--- config.mk ---
export PLATFORM = sky130hd
export DESIGN_NAME = pnce_lane
export DESIGN_NICKNAME = d
export VERILOG_FILES = /design/src/sv/pnce_pkg.sv /design/src/sv/pnce_lane.sv
export SDC_FILE = /design/constraint.sdc
export NUM_CORES = 1
export LEC_CHECK = 0
export BUFFER_PORTS_ARGS = -buffer_cell sky130_fd_sc_hd__buf_2
export CORE_MARGIN = 10
export CORE_UTILIZATION = 49
export DETAILED_ROUTE_END_ITERATION = 10
export PLACE_DENSITY = 0.76
export SLEW_MARGIN = 20
export SYNTH_ARGS = -nofsm -noshare
export SYNTH_HDL_FRONTEND = slang
export SYNTH_SLANG_ARGS = --single-unit
--- constraint.sdc ---
create_clock -name clk -period 16.5 [get_ports clk]
set_input_delay 2.475 -clock clk [delete_from_list [all_inputs] [get_ports clk]]
set_output_delay 2.475 -clock clk [all_outputs]
set_load 0.01 [all_outputs]
--- src/sv/pnce_pkg.sv ---
package pnce_pkg;

	localparam int PIX_W      = 24;
	localparam int CH_W       = 8;
	localparam int NUM_CH     = 3;
	localparam int NUM_NBR    = 8;
	localparam int SQ_W       = 2 * CH_W;
	localparam int WGT_W      = 11;
	localparam int PROD_W     = SQ_W + WGT_W;
	localparam int COST_W     = 28;
	localparam int PAIR_W     = COST_W + 1;
	localparam int TOTAL_W    = COST_W + 3;
	localparam int CNT_W      = 4;
	localparam int ENERGY_W   = 28;
	localparam int COORD_W    = 12;
	localparam int REG_W      = 13;
	localparam int MODE_W     = 2;
	localparam int CFG_IDX_W  = 8;
	localparam int DIV_STAGES = 4;
	localparam int DIV_STEP   = 8;
	localparam int DVD_W      = DIV_STAGES * DIV_STEP;
	localparam int REM_W      = 3;

	localparam logic [ENERGY_W-1:0] ENERGY_MAX = 28'd199756800;

	localparam logic [CFG_IDX_W-1:0] REG_IMAGE_WIDTH    = 8'd0;
	localparam logic [CFG_IDX_W-1:0] REG_IMAGE_HEIGHT   = 8'd1;
	localparam logic [CFG_IDX_W-1:0] REG_COLOR_MODE     = 8'd2;
	localparam logic [CFG_IDX_W-1:0] REG_ALL_DIRECTIONS = 8'd3;

	localparam logic [MODE_W-1:0] MODE_EQUAL  = 2'd0;
	localparam logic [MODE_W-1:0] MODE_LUMA_A = 2'd1;
	localparam logic [MODE_W-1:0] MODE_LUMA_B = 2'd2;

	typedef struct packed {
		logic s1;
		logic s2;
	} lane_en_t;

	typedef struct packed {
		logic s3;
		logic s4;
	} merge_en_t;

	typedef logic [DIV_STAGES-1:0] div_en_t;

	function automatic logic [WGT_W-1:0] weight_q10(input logic [MODE_W-1:0] mode,
		input int ch);
		logic [WGT_W-1:0] w;
		w = '0;
		case (mode)
			MODE_EQUAL: begin
				w = 11'd1024;
			end
			MODE_LUMA_A: begin
				w = (ch == 0) ? 11'd164 : (ch == 1) ? 11'd532 : 11'd328;
			end
			MODE_LUMA_B: begin
				w = (ch == 0) ? 11'd117 : (ch == 1) ? 11'd601 : 11'd306;
			end
			default: begin
				w = '0;
			end
		endcase
		return w;
	endfunction

endpackage

--- src/sv/pnce_lane.sv ---
module pnce_lane (
	input  logic                                 clk,
	input  pnce_pkg::lane_en_t                   en,
	input  logic [pnce_pkg::MODE_W-1:0]          color_mode,
	input  logic [pnce_pkg::PIX_W-1:0]           center,
	input  logic [pnce_pkg::PIX_W-1:0]           nbr,
	input  logic                                 nbr_ok,
	output logic [pnce_pkg::COST_W-1:0]          cost
);
	import pnce_pkg::*;

	logic [SQ_W-1:0]   sq_d  [NUM_CH];
	logic [SQ_W-1:0]   sq_s1 [NUM_CH];
	logic [PROD_W-1:0] prod  [NUM_CH];
	logic [COST_W-1:0] cost_s2;

	// absolute channel difference, squared
	always_comb begin
		for (int ch = 0; ch < NUM_CH; ch++) begin
			logic [CH_W-1:0] a;
			logic [CH_W-1:0] b;
			logic [CH_W-1:0] d;
			a = center[ch*CH_W +: CH_W];
			b = nbr[ch*CH_W +: CH_W];
			d = (a >= b) ? a - b : b - a;
			sq_d[ch] = SQ_W'(d) * SQ_W'(d);
		end
	end

	always_ff @(posedge clk) begin
		if (en.s1) begin
			for (int ch = 0; ch < NUM_CH; ch++) begin
				sq_s1[ch] <= sq_d[ch];
			end
		end
	end

	always_comb begin
		for (int ch = 0; ch < NUM_CH; ch++) begin
			prod[ch] = PROD_W'(sq_s1[ch]) * PROD_W'(weight_q10(color_mode, ch));
		end
	end

	always_ff @(posedge clk) begin
		if (en.s2) begin
			cost_s2 <= nbr_ok ? COST_W'(prod[0]) + COST_W'(prod[1]) + COST_W'(prod[2]) : '0;
		end
	end

	assign cost = cost_s2;

endmodule

==> results by group <==
Routing
  • First-iteration detailed-routing DRC count: 740
  • Antenna Nets Post-Route: 0
  • Vias per cell: 5.073
  • DRT Pass-1 Iters: 6
  • WL final: 45960 um
  • DRC viols: 0
  • Vias: 15200
  • Routed len/inst: 15.34 um

STA
  • Hold Vio Cnt, Final: 0
  • Final setup violation count: 0
  • Max-slew violations: 0
  • Clock Skew: 0.005951 ns
  • Tightest Pin Transition: 1.071 ns
  • Hold WS: 1.098 ns
  • Crit path time final: 9.828 ns
  • Rel. slew slack: 0.2859
  • Final setup TNS: 0 ns
  • Fmax: 101.7 MHz
  • RSZ-0062 raised after global routing: no
  • Fin crit share: 0.5957

Logic synthesis
  • Synth area leaders: fa_1 33%, ha_1 22%, inv_1 11%
  • Primary FF master, synth: edfxtp_1
  • Top cell type's share of synthesized area: 0.3320
  • Cell Area, Synth: 21890 sq um
  • Synth warn: 0
  • Synth cell types: 80
  • Post-synth EDFFs: 73
  • Synthesized flop and latch total: 73
  • Avg Inst Size Synth: 9.415 sq um
  • Largest area contributor in the netlist: fa_1
  • Post-synthesis sequential area ratio: 0.1001
  • Post-synthesis cell count: 2325
  • Ys async rst share: 0

Critical path
  • Data required, critical path: 16.61 ns
  • Crit. End Element: flop
  • Critical path arrival: 9.94 ns
  • Top delay family on crit path: adder cells
  • Max FO, Critical Path: 45
  • CP most frequent cell: fa_1
  • Worst Setup Path Type: in2reg
  • Critical path origin: color_mode[1]
  • R2R Path Start: sq_s1[0][3]$_DFFE_PP_
  • Slowest cell on crit path: ha_2
  • Crit path largest cell delay: 0.92 ns
  • Critical Path Source Type: primary input
  • Worst path bufs/invs: 6
  • Critical-path cell list: buf_2 > inv_1 > ha_2 > and2_1 > ha_1 > fa_1 > inv_1 > fa_1 > fa_1 > inv_1 > fa_1 > fa_1 > inv_1 > fa_1 > inv_1 > fa_1 > ha_1 > a21oi_1 > nand2_1 > o21ai_0 > o21ai_0 > a41oi_1 > o21ai_0 > a22o_1

Die
  • Die span in x: 231.4 um
  • Core Area: 44220 sq um
  • Initial Util: 0.4950
  • Die height: 231.4 um
  • Area of the die: 53530 sq um
  • Top Ports: 82
  • Std-Cell Rows: 77

Clocking
  • Bufs on Longest Clock Path: 2
  • Post-CTS Setup Inserts: 0
  • Clock root cell: clkbuf_16
  • Later-pin clock latency in the skew report: 0.35 ns
  • CTS Sinks: 73
  • CTS Hold Bufs: 0
  • Clk slew on worst S/H paths: 0.07 ns
  • CTS buffer count: 9
  • Post-CTS Resized: 0
  • TritonCTS clock tree: built
  • H-tree level count: 3

Hold path
  • Source of the worst hold timing path: sq_s1[0][16]$_DFFE_PP_
  • Hold crit path type: reg2reg

Finish
  • Layout Nets: 3197
  • Fill cells: 3895
  • Ant. Diodes: 0
  • Layout area overhead: 6.173%
  • Layout cells sized above 1: 0.06032

Global route
  • First-pass GRT wire length: 78530 um
  • Largest net degree at the start of global routing: 46
  • Initial antenna violation count: 0
  • Congestion Overflow GR: 0
  • Vias in the first global route: 16620
  • Total Routing Usage GR: 0.1760

Flow run
  • Max Cap Viol: 0

Placement
  • Routability cong.: 0.9191
  • I/O Buffers: 81
  • Dpl hpwl: 40180 um

Outcome
  • Run status: finished clean
## worst min-delay path, cell delays in order (launching register included)
cell and delay, ns:
edfxtp_1 0.42, and2_1 0.27, ha_1 0.18, and2_1 0.12
## routing by layer
layer	wire (um)	vias to the layer above	part of all wire	track usage
met3	1219	49	0.027	0.01625
met5	0	-	0	0
li1	-	7274	-	-
met1	18950	7653	0.41	0.2121
met2	25030	224	0.54	0.3321
met4	761	0	0.017	0.03803
## cell usage after synthesis, drive strengths merged (7+ instances only)
cell	count
o211ai	9
xor2	25
inv	669
nand2b	19
o21bai	10
a21oi	73
nor3	19
buf	9
mux2i	18
nor2	107
o21a	10
a21o	38
o21ai	34
xnor2	53
edfxtp	73
clkbuf	29
nor2b	14
a211oi	7
and2	137
ha	381
or2	15
and3	10
nand3	12
nand2	109
fa	363
## through the flow
stage	util	cell area (sq um)	worst slack, ns	cells
after floorplan	-	21960	7.402	2343
after CTS	0.5256	23240	6.759	2996
after global routing	0.5256	23240	6.351	2996
final	0.5256	23240	6.672	2996
after global placement	0.5187	22940	6.618	2980
after detailed placement	0.5187	22940	6.388	2980
## flip-flops by register name, summed over array words and instances, names as in the netlist
register  flops
sq_s1        45
cost         28
## logic make-up (layout without fill, tap and decap cells)
| group | after synthesis | after routing | share of synthesized area |
|---|---|---|---|
| multiplexers | 22 | 22 | 0.01120 |
| buffers and inverters | 707 | 768 | 0.1230 |
| AO/OA/AOI/OAI | 221 | 221 | 0.06979 |
| flip-flops | 73 | 73 | 0.1001 |
| other | 2 | 20 | 0.0003431 |
| AND/OR/NAND/NOR | 478 | 478 | 0.1132 |
| XOR/XNOR | 78 | 78 | 0.03258 |
| adder cells (fa/ha/maj) | 744 | 744 | 0.5498 |
## final timing paths
check	to	slack [ns]	cells after the start
worst max-delay path	cost[24]$_SDFFCE_PN0P_	6.67	24
worst min-delay path	cost[0]$_SDFFCE_PN0P_	1.10	3
worst max register to register	cost[24]$_SDFFCE_PN0P_	9.37	21
worst min register to register	cost[0]$_SDFFCE_PN0P_	1.10	3
## area by class of cell
class | instances | area (sq um) | area share
multi-input combinational | 1563 | 17080 | 0.7347
inverter | 669 | 2511 | 0.1080
sequential | 73 | 2192 | 0.09432
tap | 592 | 740.7 | 0.03187
timing repair buffer | 83 | 420.4 | 0.01809
clock buffer | 9 | 225.2 | 0.009690
clock inverter | 7 | 76.32 | 0.003284
## cell usage in the layout (no fill, tap or decap), types with 4 or more instances in the layout
master       n
o211ai_1     9
nand3_1     12
xor2_1      22
a31oi_1      4
nand2_1    109
and3_1      10
buf_2       81
xnor2_1     52
nand4_1      6
and2_1     137
or4_1        4
a21o_1      37
fa_1       363
mux2i_1     16
a21oi_1     73
clkbuf_16    9
edfxtp_1    73
ha_1       380
o21a_1      10
o21bai_1    10
o21ai_0     32
a211oi_1     5
or3_1        6
nor2_1     103
conb_1      20
nor3_1      19
nor2b_1     14
or2_2       14
nand2b_1    19
inv_1      669
nor3b_1      6
Power is not shown: default switching activity piles up to over one toggle a cycle in this logic, so the estimate is an artifact.
