==> config.mk <==
export PLATFORM = sky130hd
export DESIGN_NAME = pnce_div
export DESIGN_NICKNAME = d
export VERILOG_FILES = /design/src/sv/pnce_pkg.sv /design/src/sv/pnce_div.sv
export SDC_FILE = /design/constraint.sdc
export NUM_CORES = 1
export LEC_CHECK = 0
export BUFFER_PORTS_ARGS = -buffer_cell sky130_fd_sc_hd__buf_2
export CORE_ASPECT_RATIO = 1.1
export CORE_MARGIN = 1
export CORE_UTILIZATION = 45
export DETAILED_ROUTE_END_ITERATION = 10
export MAX_ROUTING_LAYER = met4
export PLACE_DENSITY_LB_ADDON = 0.15
export SYNTH_ARGS = -nofsm -noshare
export SYNTH_HDL_FRONTEND = slang
export SYNTH_SLANG_ARGS = --single-unit
==> constraint.sdc <==
create_clock -name clk -period 28.6 [get_ports clk]
set_clock_uncertainty 0.05 [all_clocks]
set_input_delay 4.29 -clock clk [delete_from_list [all_inputs] [get_ports clk]]
set_output_delay 4.29 -clock clk [all_outputs]
set_load 0.02 [all_outputs]
==> src/sv/pnce_pkg.sv <==
package pnce_pkg;

	localparam int PIX_W      = 24;
	localparam int CH_W       = 8;
	localparam int NUM_CH     = 3;
	localparam int NUM_NBR    = 8;
	localparam int SQ_W       = 2 * CH_W;
	localparam int WGT_W      = 11;
	localparam int PROD_W     = SQ_W + WGT_W;
	localparam int COST_W     = 28;
	localparam int PAIR_W     = COST_W + 1;
	localparam int TOTAL_W    = COST_W + 3;
	localparam int CNT_W      = 4;
	localparam int ENERGY_W   = 28;
	localparam int COORD_W    = 12;
	localparam int REG_W      = 13;
	localparam int MODE_W     = 2;
	localparam int CFG_IDX_W  = 8;
	localparam int DIV_STAGES = 4;
	localparam int DIV_STEP   = 8;
	localparam int DVD_W      = DIV_STAGES * DIV_STEP;
	localparam int REM_W      = 3;

	localparam logic [ENERGY_W-1:0] ENERGY_MAX = 28'd199756800;

	localparam logic [CFG_IDX_W-1:0] REG_IMAGE_WIDTH    = 8'd0;
	localparam logic [CFG_IDX_W-1:0] REG_IMAGE_HEIGHT   = 8'd1;
	localparam logic [CFG_IDX_W-1:0] REG_COLOR_MODE     = 8'd2;
	localparam logic [CFG_IDX_W-1:0] REG_ALL_DIRECTIONS = 8'd3;

	localparam logic [MODE_W-1:0] MODE_EQUAL  = 2'd0;
	localparam logic [MODE_W-1:0] MODE_LUMA_A = 2'd1;
	localparam logic [MODE_W-1:0] MODE_LUMA_B = 2'd2;

	typedef struct packed {
		logic s1;
		logic s2;
	} lane_en_t;

	typedef struct packed {
		logic s3;
		logic s4;
	} merge_en_t;

	typedef logic [DIV_STAGES-1:0] div_en_t;

	function automatic logic [WGT_W-1:0] weight_q10(input logic [MODE_W-1:0] mode,
		input int ch);
		logic [WGT_W-1:0] w;
		w = '0;
		case (mode)
			MODE_EQUAL: begin
				w = 11'd1024;
			end
			MODE_LUMA_A: begin
				w = (ch == 0) ? 11'd164 : (ch == 1) ? 11'd532 : 11'd328;
			end
			MODE_LUMA_B: begin
				w = (ch == 0) ? 11'd117 : (ch == 1) ? 11'd601 : 11'd306;
			end
			default: begin
				w = '0;
			end
		endcase
		return w;
	endfunction

endpackage

==> src/sv/pnce_div.sv <==
module pnce_div (
	input  logic                           clk,
	input  pnce_pkg::div_en_t              en,
	input  logic [pnce_pkg::TOTAL_W-1:0]   total,
	input  logic [pnce_pkg::CNT_W-1:0]     cnt,
	output logic [pnce_pkg::ENERGY_W-1:0]  energy,
	output logic [pnce_pkg::CNT_W-1:0]     count
);
	import pnce_pkg::*;

	typedef struct packed {
		logic [DVD_W-1:0] num;
		logic [REM_W-1:0] rem;
	} div_st_t;

	// restoring division, one quotient bit per step
	function automatic div_st_t div_steps(input div_st_t s, input logic [CNT_W-1:0] d);
		div_st_t          r;
		logic [CNT_W-1:0] part;
		logic             qb;
		r = s;
		for (int i = 0; i < DIV_STEP; i++) begin
			part  = {r.rem, r.num[DVD_W-1]};
			qb    = (part >= d);
			r.num = {r.num[DVD_W-2:0], qb};
			r.rem = qb ? REM_W'(part - d) : REM_W'(part);
		end
		return r;
	endfunction

	div_st_t          st_s  [DIV_STAGES];
	logic [CNT_W-1:0] dsr_s [DIV_STAGES];

	for (genvar j = 0; j < DIV_STAGES; j++) begin : g_stage
		div_st_t          st_in;
		logic [CNT_W-1:0] dsr_in;

		if (j == 0) begin : g_first
			always_comb begin
				st_in.num = DVD_W'(total);
				st_in.rem = '0;
				dsr_in    = cnt;
			end
		end else begin : g_next
			always_comb begin
				st_in  = st_s[j-1];
				dsr_in = dsr_s[j-1];
			end
		end

		always_ff @(posedge clk) begin
			if (en[j]) begin
				st_s[j]  <= div_steps(st_in, dsr_in);
				dsr_s[j] <= dsr_in;
			end
		end
	end

	// no valid neighbor gives zero
	assign energy = (dsr_s[DIV_STAGES-1] == '0) ? '0
		: st_s[DIV_STAGES-1].num[ENERGY_W-1:0];
	assign count  = dsr_s[DIV_STAGES-1];

endmodule
==> out/results.md <==
| Parameter | Value |
|:---|:---|
| Run status | finished, violations left |
| Violated checks | design-rule violations |
| Setup_tns | 0 ns |
| Maximum count of clock buffers along a single path | 2 |
| Number of antenna violations at the first check in global routing | 0 |
| Max cap viols | 0 |
| Quantity of I/O buffers inserted on ports | 71 |
| Largest family of logic cells by synthesized area | adder cells |
| CTS tree | yes |
| Element type at the critical path start | input pin |
| Pin count of the biggest net entering global routing | 36 |
| CTS H-tree depth | 4 |
| Bufs and invs on worst path | 4 |
| Clock edge transition at the registers on the reported setup and hold paths | 0.06 ns |
| Core Footprint | 20,000 sq um |
| Library cell with the largest summed area after synthesis | sky130_fd_sc_hd__edfxtp_1 |
| Multiplexer area fraction after synthesis | 0.0602 |
| Number of design rule violations left after detail routing | 16 |
| Post-detail-place hpwl | 13,300 microns |
| Number of iterations in the first detailed-routing pass | 7 |
| Placer Congestion | 0.841 |
| Detailed-route via count | 5,833 |
| Final setup viols | 0 |
| Worst hold slack after final layout | 0.365 ns |
| Slowest library cell on the worst path | sky130_fd_sc_hd__fa_1 |
| Via density | 5.31 |
| Insertion delay of the later-clocked pin in the worst-skew pair | 0.42 ns |
| Quantity of gates resized following cts | 0 |
| Number of ports placed on the die boundary | 72 |
| Synthesized-area fraction occupied by ao, oa, aoi and oai cells | 0.132 |
| Most used flip-flop cell after synthesis | sky130_fd_sc_hd__edfxtp_1 |
| Maximum fanout encountered on the critical timing path | 10 |
| Biggest cell delay along the critical path | 0.47 ns |
| Post-detailed-routing wire length | 17,900 microns |
| Post-Synth Adder-Cell Area | 0.234 |
| Most frequent cells after synthesis | sky130_fd_sc_hd__edfxtp_1, sky130_fd_sc_hd__ha_1, sky130_fd_sc_hd__inv_1, sky130_fd_sc_hd__nor2b_1, sky130_fd_sc_hd__o21ai_0 |
| Warnings, synthesis | 0 |
| Nature of the critical path endpoint | register |
| Layout overhead on the synthesized area | 13.4% |
| Per-instance average area after synthesis | 12.4 sq um |
| Die height | 152 microns |
| # nets final | 1,029 |
| Highest clock frequency the design can meet | 78.2 MHz |
| Cell at the root of the clock tree | sky130_fd_sc_hd__clkbuf_16 |
| Setup bufs post-CTS | 0 |
| Period Utilization, post-route | 0.447 |
| CP delay by family, top | compound AO/OA/AOI/OAI gates |
| Placement Rows | 54 |
| Post-synth EDFFs | 137 |
| Class of the tightest hold or removal check | reg2reg |
| Critical path start-end classification | in2reg |
| Most frequent cell after synthesis | sky130_fd_sc_hd__edfxtp_1 |
| Parity-gate share of the synthesized area counting xor and xnor cells | 0.0275 |
| Worst-margin pin slew | 0.882 ns |
| Ys async rst share | 0 |
| Top cells by area, synth | sky130_fd_sc_hd__edfxtp_1, sky130_fd_sc_hd__ha_1, sky130_fd_sc_hd__fa_1, sky130_fd_sc_hd__mux2_2, sky130_fd_sc_hd__inv_1 |
| Post-Place Cells | 1,067 |
| Data required time at the worst endpoint | 28.72 ns |
| Die area | 21,100 sq um |
| Part of the Yosys area used for sequential elements | 0.445 |
| Simple-Gate Fraction of Synth Area | 0.0665 |
| Number of register bits inferred by synthesis | 137 |
| Count of clock tree sinks | 137 |
| Final Instance Count excl. Fillers | 1,099 |
| First-pass GRT wire length | 29,900 microns |
| CTS Hold Bufs | 0 |
| Antenna-violating nets left | 0 |
| Post-synth net total | 940 |
| Initial core utilization | 0.463 |
| Synth Cell Area | 9250 sq um |
| Global-route usage over all layers | 0.186 |
| Final worst path period need | 12.79 ns |
| Final max-slew violation count | 0 |
| Count of endpoints failing hold in the final timing report | 0 |
| Detailed-route wire length per cell | 16.3 microns |
| Number of buffers created by CTS | 17 |
| First DRT Iteration DRCs | 261 |
| Proportion of netlist area held by the largest area contributor | 0.445 |
| Filler cell count in the final layout | 1,692 |
| Number of antenna repair diodes | 0 |
| Relative slew margins | 0.412 |
| Count of unique library cells instantiated by Yosys | 41 |
| Cell count after synthesis | 745 |
| Unrepaired setup endpoints after global routing | false |
| Data arrival time at the worst-slack endpoint | 12.91 ns |
| Via count of the first global-routing pass | 6,310 |
| Total global routing overflow | 0 |
| Share of post-route cells with drive strength above 1 | 0.196 |
| Width of the die | 139 microns |
sequential cells by signal, summed over array words and instances, names as in the netlist:
register and flops:
dsr_s 16, st_s 121
kinds of logic (layout without fill, tap and decap cells):
logic type / after synthesis / after routing
AO/OA/AOI/OAI: 172 / 172
XOR/XNOR: 29 / 29
adder cells (fa/ha/maj): 155 / 155
buffers and inverters: 86 / 188
flip-flops: 137 / 137
multiplexers: 52 / 52
other: 1 / 1
AND/OR/NAND/NOR: 113 / 113
final timing paths:
| kind | from | to | slack (ns) | depth (start not counted) |
|---|---|---|---|---|
| worst min-delay path | st_s[0][13] | st_s[1][21] | 0.36 | 0 |
| worst max-delay path | cnt[1] | st_s[0][1] | 15.81 | 35 |
| worst min register to register | st_s[0][13] | st_s[1][21] | 0.36 | 0 |
| worst max register to register | dsr_s[1][1] | st_s[2][1] | 18.42 | 36 |
cells in the final DEF (no fill, tap or decap), types with 7 or more instances in the layout:
| cell type | n |
|---|---|
| sky130_fd_sc_hd__mux2i_1 | 23 |
| sky130_fd_sc_hd__inv_1 | 76 |
| sky130_fd_sc_hd__o21ai_1 | 15 |
| sky130_fd_sc_hd__o21ai_2 | 8 |
| sky130_fd_sc_hd__ha_1 | 125 |
| sky130_fd_sc_hd__nor2_1 | 18 |
| sky130_fd_sc_hd__xor2_1 | 7 |
| sky130_fd_sc_hd__edfxtp_1 | 137 |
| sky130_fd_sc_hd__a21oi_2 | 19 |
| sky130_fd_sc_hd__o21ai_0 | 34 |
| sky130_fd_sc_hd__a21oi_1 | 33 |
| sky130_fd_sc_hd__buf_2 | 71 |
| sky130_fd_sc_hd__xnor2_1 | 22 |
| sky130_fd_sc_hd__and2b_1 | 9 |
| sky130_fd_sc_hd__mux2_2 | 26 |
| sky130_fd_sc_hd__nand2_1 | 28 |
| sky130_fd_sc_hd__clkbuf_16 | 17 |
| sky130_fd_sc_hd__inv_2 | 8 |
| sky130_fd_sc_hd__fa_1 | 30 |
| sky130_fd_sc_hd__o211a_1 | 15 |
| sky130_fd_sc_hd__a21boi_0 | 16 |
| sky130_fd_sc_hd__nor2b_1 | 38 |
per-stage QoR:
step / util / setup slack, ns / cell area (sq um)
6_report: 0.525 / 15.81 / 10500
5_1_grt: 0.525 / 15.10 / 10500
4_1_cts: 0.525 / 15.80 / 10500
3_5_place_dp: 0.496 / 15.35 / 9920
3_3_place_gp: 0.496 / 15.79 / 9920
2_1_floorplan: - / 16.52 / 9250
cell type report:
type	instances	area, sq um	area share
Clock buffer	22	444	0.0423
Clock inverter	10	126	0.0120
Inverter	84	315	0.0300
Multi-Input combinational cell	522	4810	0.459
Sequential cell	137	4110	0.392
Tap cell	252	315	0.0300
Timing Repair Buffer	72	363	0.0346
per-layer routing:
metal | wire length [microns] | GRT usage | vias up
li1 | - | - | 2885
met1 | 7390 | 0.199 | 2814
met2 | 9560 | 0.341 | 105
met3 | 545 | 0.0327 | 29
met4 | 363 | 0.0746 | 0
met5 | 0 | - | -
Power is not shown: default switching activity piles up to over one toggle a cycle in this logic, so the estimate is an artifact.
