### src/sv/pnce_pkg.sv
package pnce_pkg;

	localparam int PIX_W      = 24;
	localparam int CH_W       = 8;
	localparam int NUM_CH     = 3;
	localparam int NUM_NBR    = 8;
	localparam int SQ_W       = 2 * CH_W;
	localparam int WGT_W      = 11;
	localparam int PROD_W     = SQ_W + WGT_W;
	localparam int COST_W     = 28;
	localparam int PAIR_W     = COST_W + 1;
	localparam int TOTAL_W    = COST_W + 3;
	localparam int CNT_W      = 4;
	localparam int ENERGY_W   = 28;
	localparam int COORD_W    = 12;
	localparam int REG_W      = 13;
	localparam int MODE_W     = 2;
	localparam int CFG_IDX_W  = 8;
	localparam int DIV_STAGES = 4;
	localparam int DIV_STEP   = 8;
	localparam int DVD_W      = DIV_STAGES * DIV_STEP;
	localparam int REM_W      = 3;

	localparam logic [ENERGY_W-1:0] ENERGY_MAX = 28'd199756800;

	localparam logic [CFG_IDX_W-1:0] REG_IMAGE_WIDTH    = 8'd0;
	localparam logic [CFG_IDX_W-1:0] REG_IMAGE_HEIGHT   = 8'd1;
	localparam logic [CFG_IDX_W-1:0] REG_COLOR_MODE     = 8'd2;
	localparam logic [CFG_IDX_W-1:0] REG_ALL_DIRECTIONS = 8'd3;

	localparam logic [MODE_W-1:0] MODE_EQUAL  = 2'd0;
	localparam logic [MODE_W-1:0] MODE_LUMA_A = 2'd1;
	localparam logic [MODE_W-1:0] MODE_LUMA_B = 2'd2;

	typedef struct packed {
		logic s1;
		logic s2;
	} lane_en_t;

	typedef struct packed {
		logic s3;
		logic s4;
	} merge_en_t;

	typedef logic [DIV_STAGES-1:0] div_en_t;

	function automatic logic [WGT_W-1:0] weight_q10(input logic [MODE_W-1:0] mode,
		input int ch);
		logic [WGT_W-1:0] w;
		w = '0;
		case (mode)
			MODE_EQUAL: begin
				w = 11'd1024;
			end
			MODE_LUMA_A: begin
				w = (ch == 0) ? 11'd164 : (ch == 1) ? 11'd532 : 11'd328;
			end
			MODE_LUMA_B: begin
				w = (ch == 0) ? 11'd117 : (ch == 1) ? 11'd601 : 11'd306;
			end
			default: begin
				w = '0;
			end
		endcase
		return w;
	endfunction

endpackage

### src/sv/pnce_merge.sv
module pnce_merge (
	input  logic                          clk,
	input  pnce_pkg::merge_en_t           en,
	input  logic [pnce_pkg::COST_W-1:0]   cost [pnce_pkg::NUM_NBR],
	output logic [pnce_pkg::TOTAL_W-1:0]  total
);
	import pnce_pkg::*;

	logic [PAIR_W-1:0]  pair_s3 [NUM_NBR/2];
	logic [TOTAL_W-1:0] total_s4;

	always_ff @(posedge clk) begin
		if (en.s3) begin
			for (int i = 0; i < NUM_NBR/2; i++) begin
				pair_s3[i] <= PAIR_W'(cost[2*i]) + PAIR_W'(cost[2*i+1]);
			end
		end
	end

	always_ff @(posedge clk) begin
		if (en.s4) begin
			total_s4 <= TOTAL_W'(pair_s3[0]) + TOTAL_W'(pair_s3[1])
				+ TOTAL_W'(pair_s3[2]) + TOTAL_W'(pair_s3[3]);
		end
	end

	assign total = total_s4;

endmodule

### config.mk
export PLATFORM = sky130hd
export DESIGN_NAME = pnce_merge
export DESIGN_NICKNAME = d
export VERILOG_FILES = /design/src/sv/pnce_pkg.sv /design/src/sv/pnce_merge.sv
export SDC_FILE = /design/constraint.sdc
export NUM_CORES = 1
export LEC_CHECK = 0
export CORE_MARGIN = 4
export CORE_UTILIZATION = 56
export DETAILED_ROUTE_END_ITERATION = 12
export DONT_BUFFER_PORTS = 1
export PLACE_DENSITY = 0.73
export SKIP_LAST_GASP = 1
export SYNTH_ARGS = -nofsm -noshare
export SYNTH_HDL_FRONTEND = slang
export SYNTH_SLANG_ARGS = --single-unit
### constraint.sdc
create_clock -name clk -period 3.2 [get_ports clk]
set_input_delay 0.64 -clock clk [delete_from_list [all_inputs] [get_ports clk]]
set_output_delay 0.64 -clock clk [all_outputs]
set_load 0.005 [all_outputs]
==> out/metrics.cfg, run 1 <==
[floorplanning]
ios = 258
floorplan.die.height_um = 165
design.die.area_um2 = 27200
floorplan.rows = 57
initial_utilization = 0.569
die_extent_in_x_um = 165
core_area_um2 = 24200

[layout]
mostFrequentLayoutCells = 209 x inv_1, 147 x edfxtp_1, 139 x ha_1
mostFrequentLayoutCell = inv_1
nets_final = 1944
final.fill_count = 1986
fin_cells = 1850
fin_util = 0.638
area_delta_synth_final_pct = 12.3
drive_gt1_frac = 0.119
diodes = 0

[logic_synthesis]
yosysUniqueCellTypes = 77
fraction_of_the_mapped_netlist_area_in_compound_gates = 0.214
synth.ff_latch_count = 147
muxShareOfSynthArea = 0.00145
post_synth_instance_area_um2 = 13800
yosys_most_used_dff = edfxtp_1
xor_and_xnor_fraction_of_the_mapped_netlist_area = 0.0781
yosys_warnings = 0
synth_fp_nets = 1872
synth-edff-count = 147
synth-async-reset-ratio = 0
synth_simple_gate_area_share = 0.0981
synthesis.area_per_instance_um2 = 9.57
cells_after_synth = 1441
ys_seq_area_frac = 0.320
largest_family_of_logic_cells_by_synthesized_area = adder cells
post_synth_fa_ha_maj_area_fraction = 0.219

[global_route]
global_route_wire_length_before_repair_um = 58100
antenna_found_initial = 0
first_global_vias = 11168
grt_start_max_net_pins = 117
track_usage = 0.274
globalRoute.totalOverflow = 0

[outcome]
failed_checks = setup timing
outcome = finished, violations left

[hold_path]
hold_path.class = input pin to flip-flop

[critical_path]
crit_path_kind = flip-flop to flip-flop
timing.critical_path.to_type = flip-flop
cp.required_ns = 3.38
reg2reg_slack_ns = -0.38
crit_fanout = 2
source_of_the_worst_register_to_register_timing_path = pair_s3[0][1]
worstReg2RegEnd = total[29]
timing.reg2reg.worst_path_depth = 15
timing.critical_path.from_type = flip-flop
worst_path_largest_cell_delay_ns = 0.54
worstSetupEndpoint = total[29]
worst_ep_arrival_time_ns = 3.75
crit_path_top_delay_cell = fa_1
crit_chain = inv_1, fa_1, fa_1, inv_2, ha_4, inv_2, fa_2, nor2b_4, o31ai_4, a211oi_2, o211ai_1, o211a_1, o21ai_1, a21oi_1, xnor2_1
crit_path_start = pair_s3[0][1]

[routing]
route.final.wire_length_um = 37000
drt_first_pass_iters = 5
drtAntennaViolNets = 0
drt-initial-drc-count = 665
avgViaCountPerCell = 5.86
remaining_drc_errors = 0
routedWlPerCell_um = 20.0
routed-via-count = 10840

[timing]
max_clock_freq_mhz = 280
finClkSkew_ns = 0.0131
fin_tns_setup_ns = -4.25
timing.max_slew.rel_slack = 0.621
final_critical_path_setup_slack_ns = -0.376
final_max_slew_viol_count = 0
grt_setup_unrepaired = true
tightest_slew_ns = 0.561
hold_viol_final = 0
timing.final.crit_share = 1.12
finalCriticalPeriod_ns = 3.58
final_number_of_setup_violating_endpoints = 17

[cts]
max_clock_buf_depth = 2
cts_buffers = 17
worst_skew_late_latency_ns = 0.43
clock_pin_slew_on_the_worst_setup_and_hold_paths_ns = 0.07
clock_tree.root_cell = clkbuf_16
tritoncts_num_sinks = 147
cts_tree = built
cts-htree-levels = 4

[place]
preCtsSetupSlack_ns = -0.494
dp_cells = 1809
buffer_ports.inserted = 0
dpl.hpwl_um = 30300
gp_congestion = 0.958

[power]
worst_vdd_ir_v = 0.000485
total_leakage_power_nw = 6.90
power-per-cell-area_nw_per_um2 = 900

[flow_run]
max_cap_viol_count = 0

-- through the flow --
step,hold slack [ns],instance area (um^2),total power (W)
global route,0.297,15500,0.0150
floorplan,0.526,13800,0.00826
detailed placement,0.595,14600,0.0110
finish,0.318,15500,0.0139
global placement,0.592,14600,0.0109
CTS,0.302,15400,0.0135
-- what timing repair did --
action | CTS | global route
setup buffers | 7 | 5
hold buffers | 0 | 0
pin swaps | 17 | 27
gates resized for setup | 15 | 27
setup endpoints to repair | 18 | 20
-- worst min-delay path by stage --
stage                  startpoint        to  slack, ns  cells past startpoint
floorplan           pair_s3[1][0]  total[0]       0.53                      1
global placement    pair_s3[1][0]  total[0]       0.59                      1
detailed placement  pair_s3[1][0]  total[0]       0.60                      1
CTS                         en[0]  total[0]       0.30                      0
global route                en[0]  total[0]       0.30                      0
finish                      en[0]  total[0]       0.32                      0
-- cells by family after synthesis --
kind of cell | count (synthesis)
compound gates | 438
xor+xnor | 123
fa+ha+maj | 204
buf+inv | 249
flops | 147
mux | 2
simple gates | 278
-- worst max-delay path, delay by kind of cell (launching register included) --
| family | cells | cell delay, ns |
|---|---|---|
| fa+ha+maj | 4 | 1.45 |
| compound gates | 6 | 1.07 |
| flops | 1 | 0.33 |
| buf+inv | 3 | 0.17 |
| simple gates | 1 | 0.15 |
| xor+xnor | 1 | 0.13 |
-- layer usage --
metal,global-route usage,vias up,part of all wire
met1,0.369,5147,0.44
met4,0.0820,0,0.024
met2,0.443,398,0.46
met3,0.0644,52,0.071
li1,-,5243,-
met5,0,-,0
-- state kept, by name, indices dropped and copies added (netlist names) --
register	cells
pair_s3	116
total	31
-- synth_stat cells (all sizes together), types with 5 or more instances --
| cell | n | area [um^2] |
|---|---|---|
| nand4 | 19 | 134 |
| a21oi | 141 | 721 |
| o21bai | 24 | 180 |
| edfxtp | 147 | 4410 |
| nor2 | 76 | 285 |
| ha | 142 | 1780 |
| a21o | 62 | 465 |
| a211oi | 17 | 158 |
| xnor2 | 87 | 762 |
| inv | 215 | 807 |
| and3 | 6 | 37.5 |
| o21ai | 92 | 464 |
| o31a | 5 | 52.6 |
| nand2 | 88 | 330 |
| o21a | 16 | 120 |
| a31oi | 14 | 103 |
| o211ai | 9 | 67.6 |
| xor2 | 36 | 315 |
| o41ai | 5 | 96.3 |
| and2 | 5 | 31.3 |
| o31ai | 9 | 67.6 |
| fa | 62 | 1240 |
| a41oi | 5 | 66.3 |
| nand2b | 15 | 93.8 |
| clkbuf | 26 | 108 |
| nor3 | 13 | 81.3 |
| nand3 | 25 | 130 |
| buf | 8 | 40.0 |
| nor2b | 14 | 95.1 |
-- power breakdown --
group | internal, W | switching (W) | leakage, nW
sequential | 0.00300 | 0.000221 | 1.44
combinational | 0.00413 | 0.00450 | 5.17
clock | 0.00124 | 0.000845 | 0.291
-- final cells by class --
type | count | area (um^2) | share of cell area
repair buffers | 87 | 668 | 0.0432
well taps | 324 | 405 | 0.0262
clock inverters | 14 | 178 | 0.0115
clock buffers | 18 | 429 | 0.0277
flip-flops and latches | 147 | 4410 | 0.285
inverters | 215 | 807 | 0.0521
multi-input cells | 1045 | 8580 | 0.554
Note: power is estimated with default switching activity, not from simulation.
==> run 2, diff against run 1 <==
--- a/config.mk
+++ b/config.mk
@@ -9,7 +9,7 @@
 export CORE_UTILIZATION = 56
 export DETAILED_ROUTE_END_ITERATION = 12
 export DONT_BUFFER_PORTS = 1
-export PLACE_DENSITY = 0.73
+export PLACE_DENSITY = 0.7
 export SKIP_LAST_GASP = 1
 export SYNTH_ARGS = -nofsm -noshare
 export SYNTH_HDL_FRONTEND = slang
==> constraint.sdc (replaced) <==
create_clock -name clk -period 4.5 [get_ports clk]
set_input_delay 0.9 -clock clk [delete_from_list [all_inputs] [get_ports clk]]
set_output_delay 0.9 -clock clk [all_outputs]
set_load 0.005 [all_outputs]
==> run 2 against run 1 <==
  * The flow now finishes without violations
  * Largest cell class unchanged
  * Largest power group unchanged
  * Count of clock-buffer cells in the layout unchanged
  * Register-to-register slack improved by 0.96 ns
  * Sequential power shrank 30%
==> out/metrics.cfg, run 2 (synthesized netlist as in run 1, its figures left out) <==
[cts]
worst_skew_late_latency_ns = 0.42
cts-htree-levels = 4
cts_buffers = 17
clock_pin_slew_on_the_worst_setup_and_hold_paths_ns = 0.07
tritoncts_num_sinks = 147
cts.repair_timing.setup_buffer_count = 0
clock_tree.root_cell = clkbuf_16
cts_hold_buf = 0
number_of_resized_instances_in_the_post_cts_repair_step = 0
max_clock_buf_depth = 2
cts_tree = built

[flow_run]
max_cap_viol_count = 0

[layout]
drive_gt1_frac = 0.0445
mostFrequentLayoutCell = inv_1
post_route_cell_area_um2 = 14600
final.fill_count = 2076
fin_cells = 1763
diodes = 0
regMostFlops = pair_s3
nets_final = 1857
largest_register_ff_count = 116
area_delta_synth_final_pct = 6.06
mostFrequentLayoutCells = 215 x inv_1, 147 x edfxtp_1, 142 x ha_1

[timing]
final_max_slew_viol_count = 0
grt_setup_unrepaired = false
final_number_of_setup_violating_endpoints = 0
finalCriticalPeriod_ns = 3.92
timing.final.crit_share = 0.870
fin_tns_setup_ns = 0
finClkSkew_ns = 0.00796
timing.max_slew.rel_slack = 0.608
tightest_slew_ns = 0.581
max_clock_freq_mhz = 255
hold_viol_final = 0
final_critical_path_setup_slack_ns = 0.583

[routing]
routed-via-count = 10487
drt-initial-drc-count = 794
drtAntennaViolNets = 0
remaining_drc_errors = 0
drt_first_pass_iters = 7
route.final.wire_length_um = 35500
avgViaCountPerCell = 5.95
routedWlPerCell_um = 20.1

[floorplanning]
floorplan.die.height_um = 165
ios = 258
design.die.area_um2 = 27200
initial_utilization = 0.569
die_extent_in_x_um = 165
floorplan.rows = 57
core_area_um2 = 24200

[critical_path]
timing.critical_path.to_type = flip-flop
worstReg2RegEnd = total[23]
crit_path_kind = flip-flop to flip-flop
cp.required_ns = 4.67
worst_ep_arrival_time_ns = 4.09
crit_fanout = 4
timing.critical_path.from_type = flip-flop
timing.reg2reg.worst_path_depth = 15
source_of_the_worst_register_to_register_timing_path = pair_s3[0][1]
reg2reg_slack_ns = 0.58

[place]
gp_congestion = 0.961
placedInstanceArea_um2 = 14000
buffer_ports.inserted = 0
dpl.hpwl_um = 29700
preCtsSetupSlack_ns = 0.606
dp_cells = 1731

[global_route]
grt_start_max_net_pins = 117
antenna_found_initial = 0
global_route_wire_length_before_repair_um = 55400
first_global_vias = 10479
globalRoute.totalOverflow = 0
track_usage = 0.262

[hold_path]
hold_path.class = input pin to flip-flop
worst_hold_path.endpoint = total[0]
min_delay_path_depth = 0
worstHoldStart = en[0]

[power]
worst_vdd_ir_v = 0.000327
total_leakage_power_nw = 6.45
power-per-cell-area_nw_per_um2 = 574

[outcome]
outcome = complete, no violations

[run 2: changes by cell type in the layout (fill, tap and decap cells not counted), sizes merged]
| cell | before | now |
|---|---|---|
| clkinv | 5 | 6 |
| bufinv | 3 | 1 |
| inv | 219 | 220 |
| buf | 87 | 0 |
[run 2: worst max-delay path by stage]
| stage | from | end | slack [ns] |
|---|---|---|---|
| 2_1_floorplan | pair_s3[0][1] | total[29] | 1.02 |
| 3_3_place_gp | pair_s3[0][1] | total[23] | 0.75 |
| 3_5_place_dp | pair_s3[3][2] | total[30] | 0.61 |
| 4_1_cts | pair_s3[0][0] | total[23] | 0.60 |
| 5_1_grt | pair_s3[3][2] | total[30] | 0.30 |
| 6_report | pair_s3[0][1] | total[23] | 0.58 |
[run 2: worst max-delay path, cell delays in order, from the launching register on]
cell      delay (ns)
edfxtp_1        0.32
inv_1           0.05
fa_1            0.54
fa_1            0.40
inv_1           0.06
ha_1            0.19
inv_1           0.08
fa_1            0.46
nor2b_1         0.20
o31ai_1         0.13
a211oi_2        0.34
a211oi_2        0.15
o21ai_1         0.37
nand3_1         0.13
o21ai_1         0.16
xor2_1          0.08
[run 2: metal layers]
layer | track usage | part of all wire
met5 | 0 | 0
met2 | 0.416 | 0.45
met3 | 0.0489 | 0.068
met1 | 0.375 | 0.46
met4 | 0.0616 | 0.017
[run 2: report_power, final]
part	switching [W]	internal [W]	leakage, nW
clock network	0.000609	0.000779	0.276
logic	0.00283	0.00192	4.73
registers	0.000128	0.00213	1.44
total	0.00356	0.00483	6.45
[run 2: layout make-up]
cell class	count	area, um^2	share of cell area
tap	324	405	0.0277
inverter	215	807	0.0552
multi-input combinational	1045	8420	0.576
clock inverter	14	149	0.0102
clock buffer	18	429	0.0293
sequential	147	4410	0.302
[run 2: through the flow]
step	hold slack, ns	total power (W)	utilization
floorplan	0.526	0.00584	-
global placement	0.593	0.00690	0.579
detailed placement	0.596	0.00697	0.579
CTS	0.567	0.00838	0.603
global route	0.561	0.00910	0.603
finish	0.581	0.00840	0.603
==> run 3, diff against run 2 <==
--- a/config.mk
+++ b/config.mk
@@ -5,6 +5,7 @@
 export SDC_FILE = /design/constraint.sdc
 export NUM_CORES = 1
 export LEC_CHECK = 0
+export ABC_AREA = 1
 export CORE_MARGIN = 4
 export CORE_UTILIZATION = 56
 export DETAILED_ROUTE_END_ITERATION = 12
==> run 3 against run 2 <==
  * Worst hold slack worse by 0.016 ns
  * Final area up 21%
  * Critical path depth unchanged
  * Clock skew up 0.0051 ns
  * Wire length up 30%
  * Combinational power up 12%
  * Critical path type unchanged
  * Critical endpoint is now total[17]
  * Largest cell class unchanged
  * Largest power group unchanged
==> out/metrics.cfg, run 3 <==
[outcome]
outcome = complete, no violations

[timing]
fin_tns_setup_ns = 0
final_max_slew_viol_count = 0
grt_setup_unrepaired = false
timing.max_slew.rel_slack = 0.651
tightest_slew_ns = 0.519
finClkSkew_ns = 0.0130
timing.final.crit_share = 0.721
final_number_of_setup_violating_endpoints = 0
finalCriticalPeriod_ns = 3.25
hold_viol_final = 0
final_critical_path_setup_slack_ns = 1.25
fin_hold_ws_ns = 0.566
max_clock_freq_mhz = 308

[cts]
cts_buffers = 17
clock_pin_slew_on_the_worst_setup_and_hold_paths_ns = 0.07
cts_hold_buf = 0
clock_tree.root_cell = clkbuf_16
max_clock_buf_depth = 2
worst_skew_late_latency_ns = 0.44
number_of_resized_instances_in_the_post_cts_repair_step = 0
tritoncts_num_sinks = 147
cts-htree-levels = 4
cts_tree = built
cts.repair_timing.setup_buffer_count = 0

[logic_synthesis]
synthMostInstantiatedCell = nand2_1
synthDominantAreaCellType = edfxtp_1
synth_fp_nets = 2956
synth_commonest_cells = 953 x nand2_1, 622 x inv_1, 155 x nor2_1
netlist_top_cells_area = edfxtp_1 26%, nand2_1 21%, inv_1 14%, ha_1 11%, fa_1 7.4%
synth_top_cell_area_share = 0.265
synthesis.area_per_instance_um2 = 6.60
ys_seq_area_frac = 0.265
synth-async-reset-ratio = 0
yosysUniqueCellTypes = 24
cells_after_synth = 2525
yosys_most_used_dff = edfxtp_1
post_synth_instance_area_um2 = 16700
synth.ff_latch_count = 147
synth-edff-count = 147
yosys_warnings = 0

[layout]
mostFrequentLayoutCells = 953 x nand2_1, 622 x inv_1, 155 x nor2_1
final.fill_count = 2824
diodes = 0
largest_register_ff_count = 116
area_delta_synth_final_pct = 6.40
nets_final = 2975
drive_gt1_frac = 0.0360
mostFrequentLayoutCell = nand2_1
fin_cells = 2941
regMostFlops = pair_s3
fin_util = 0.611

[routing]
drt-initial-drc-count = 989
routed-via-count = 15138
remaining_drc_errors = 0
avgViaCountPerCell = 5.15
drt_first_pass_iters = 8
drtAntennaViolNets = 0
routedWlPerCell_um = 15.7
route.final.wire_length_um = 46100

[floorplanning]
initial_utilization = 0.574
ios = 258
design.die.area_um2 = 32600
floorplan.die.height_um = 181
core_area_um2 = 29000
floorplan.rows = 62
die_extent_in_x_um = 181

[place]
dp_cells = 2909
gp_congestion = 0.933
buffer_ports.inserted = 0
dpl.hpwl_um = 40300
preCtsSetupSlack_ns = 1.27

[critical_path]
worst_ep_arrival_time_ns = 3.44
timing.critical_path.from_type = flip-flop
crit_path_kind = flip-flop to flip-flop
crit_fanout = 4
crit_chain = inv_1, fa_1, fa_1, inv_1, ha_1, inv_1, fa_1, inv_1, nand3_1, nand3_2, nand2_1, nand3_1, nand3_1, nand3_1, nand2_1
crit_path_top_delay_cell = fa_1
path_buf_inv = 4
worst_path_largest_cell_delay_ns = 0.55
cpLargestDelayFamily = adder cells
timing.critical_path.to_type = flip-flop
cp.required_ns = 4.69

[power]
total_leakage_power_nw = 10.3
power-per-cell-area_nw_per_um2 = 506
worst_vdd_ir_v = 0.000301

[global_route]
globalRoute.totalOverflow = 0
first_global_vias = 14333
antenna_found_initial = 0
grt_start_max_net_pins = 117
global_route_wire_length_before_repair_um = 73300
track_usage = 0.281

[flow_run]
max_cap_viol_count = 0

[hold_path]
hold_path.class = input pin to flip-flop

run 3: cell type report:
| cell class | instances | area, um^2 | share of cell area |
|---|---|---|---|
| clock buffer | 17 | 425 | 0.0240 |
| clock inverter | 15 | 161 | 0.00910 |
| multi-input combinational | 1756 | 9920 | 0.559 |
| inverter | 622 | 2330 | 0.132 |
| tap | 384 | 480 | 0.0271 |
| sequential | 147 | 4410 | 0.249 |
run 3: worst paths after layout:
| check | slack [ns] | from | cells past startpoint | endpoint |
|---|---|---|---|---|
| max | 1.25 | pair_s3[0][1] | 15 | total[17] |
| min | 0.57 | en[0] | 0 | total[0] |
| max reg2reg | 1.25 | pair_s3[0][1] | 15 | total[17] |
| min reg2reg | 0.58 | pair_s3[1][0] | 1 | total[0] |
run 3: power breakdown:
part	switching, W	internal [W]	leakage (nW)
logic	0.00355	0.00179	8.60
clock network	0.000643	0.000788	0.287
registers	0.000123	0.00207	1.44
total	0.00432	0.00465	10.3
run 3: kinds of logic (layout without fill, tap and decap cells):
| logic type | Yosys count | after routing | share of synthesized area |
|---|---|---|---|
| adder cells (fa/ha/maj) | 204 | 204 | 0.181 |
| buffers and inverters | 622 | 654 | 0.140 |
| flip-flops | 147 | 147 | 0.265 |
| AO/OA/AOI/OAI | 126 | 126 | 0.0412 |
| XOR/XNOR | 66 | 66 | 0.0347 |
| AND/OR/NAND/NOR | 1360 | 1360 | 0.338 |
run 3: metal layers:
layer	part of all wire	track usage
met2	0.46	0.469
met3	0.048	0.0337
met4	0.027	0.0750
met1	0.46	0.389
met5	0	0
run 3: stage by stage:
stage | total power, W | area (um^2)
final | 0.00897 | 17700
after global routing | 0.00982 | 17700
after CTS | 0.00893 | 17700
after detailed placement | 0.00749 | 17100
after global placement | 0.00738 | 17100
after floorplan | 0.00605 | 16700
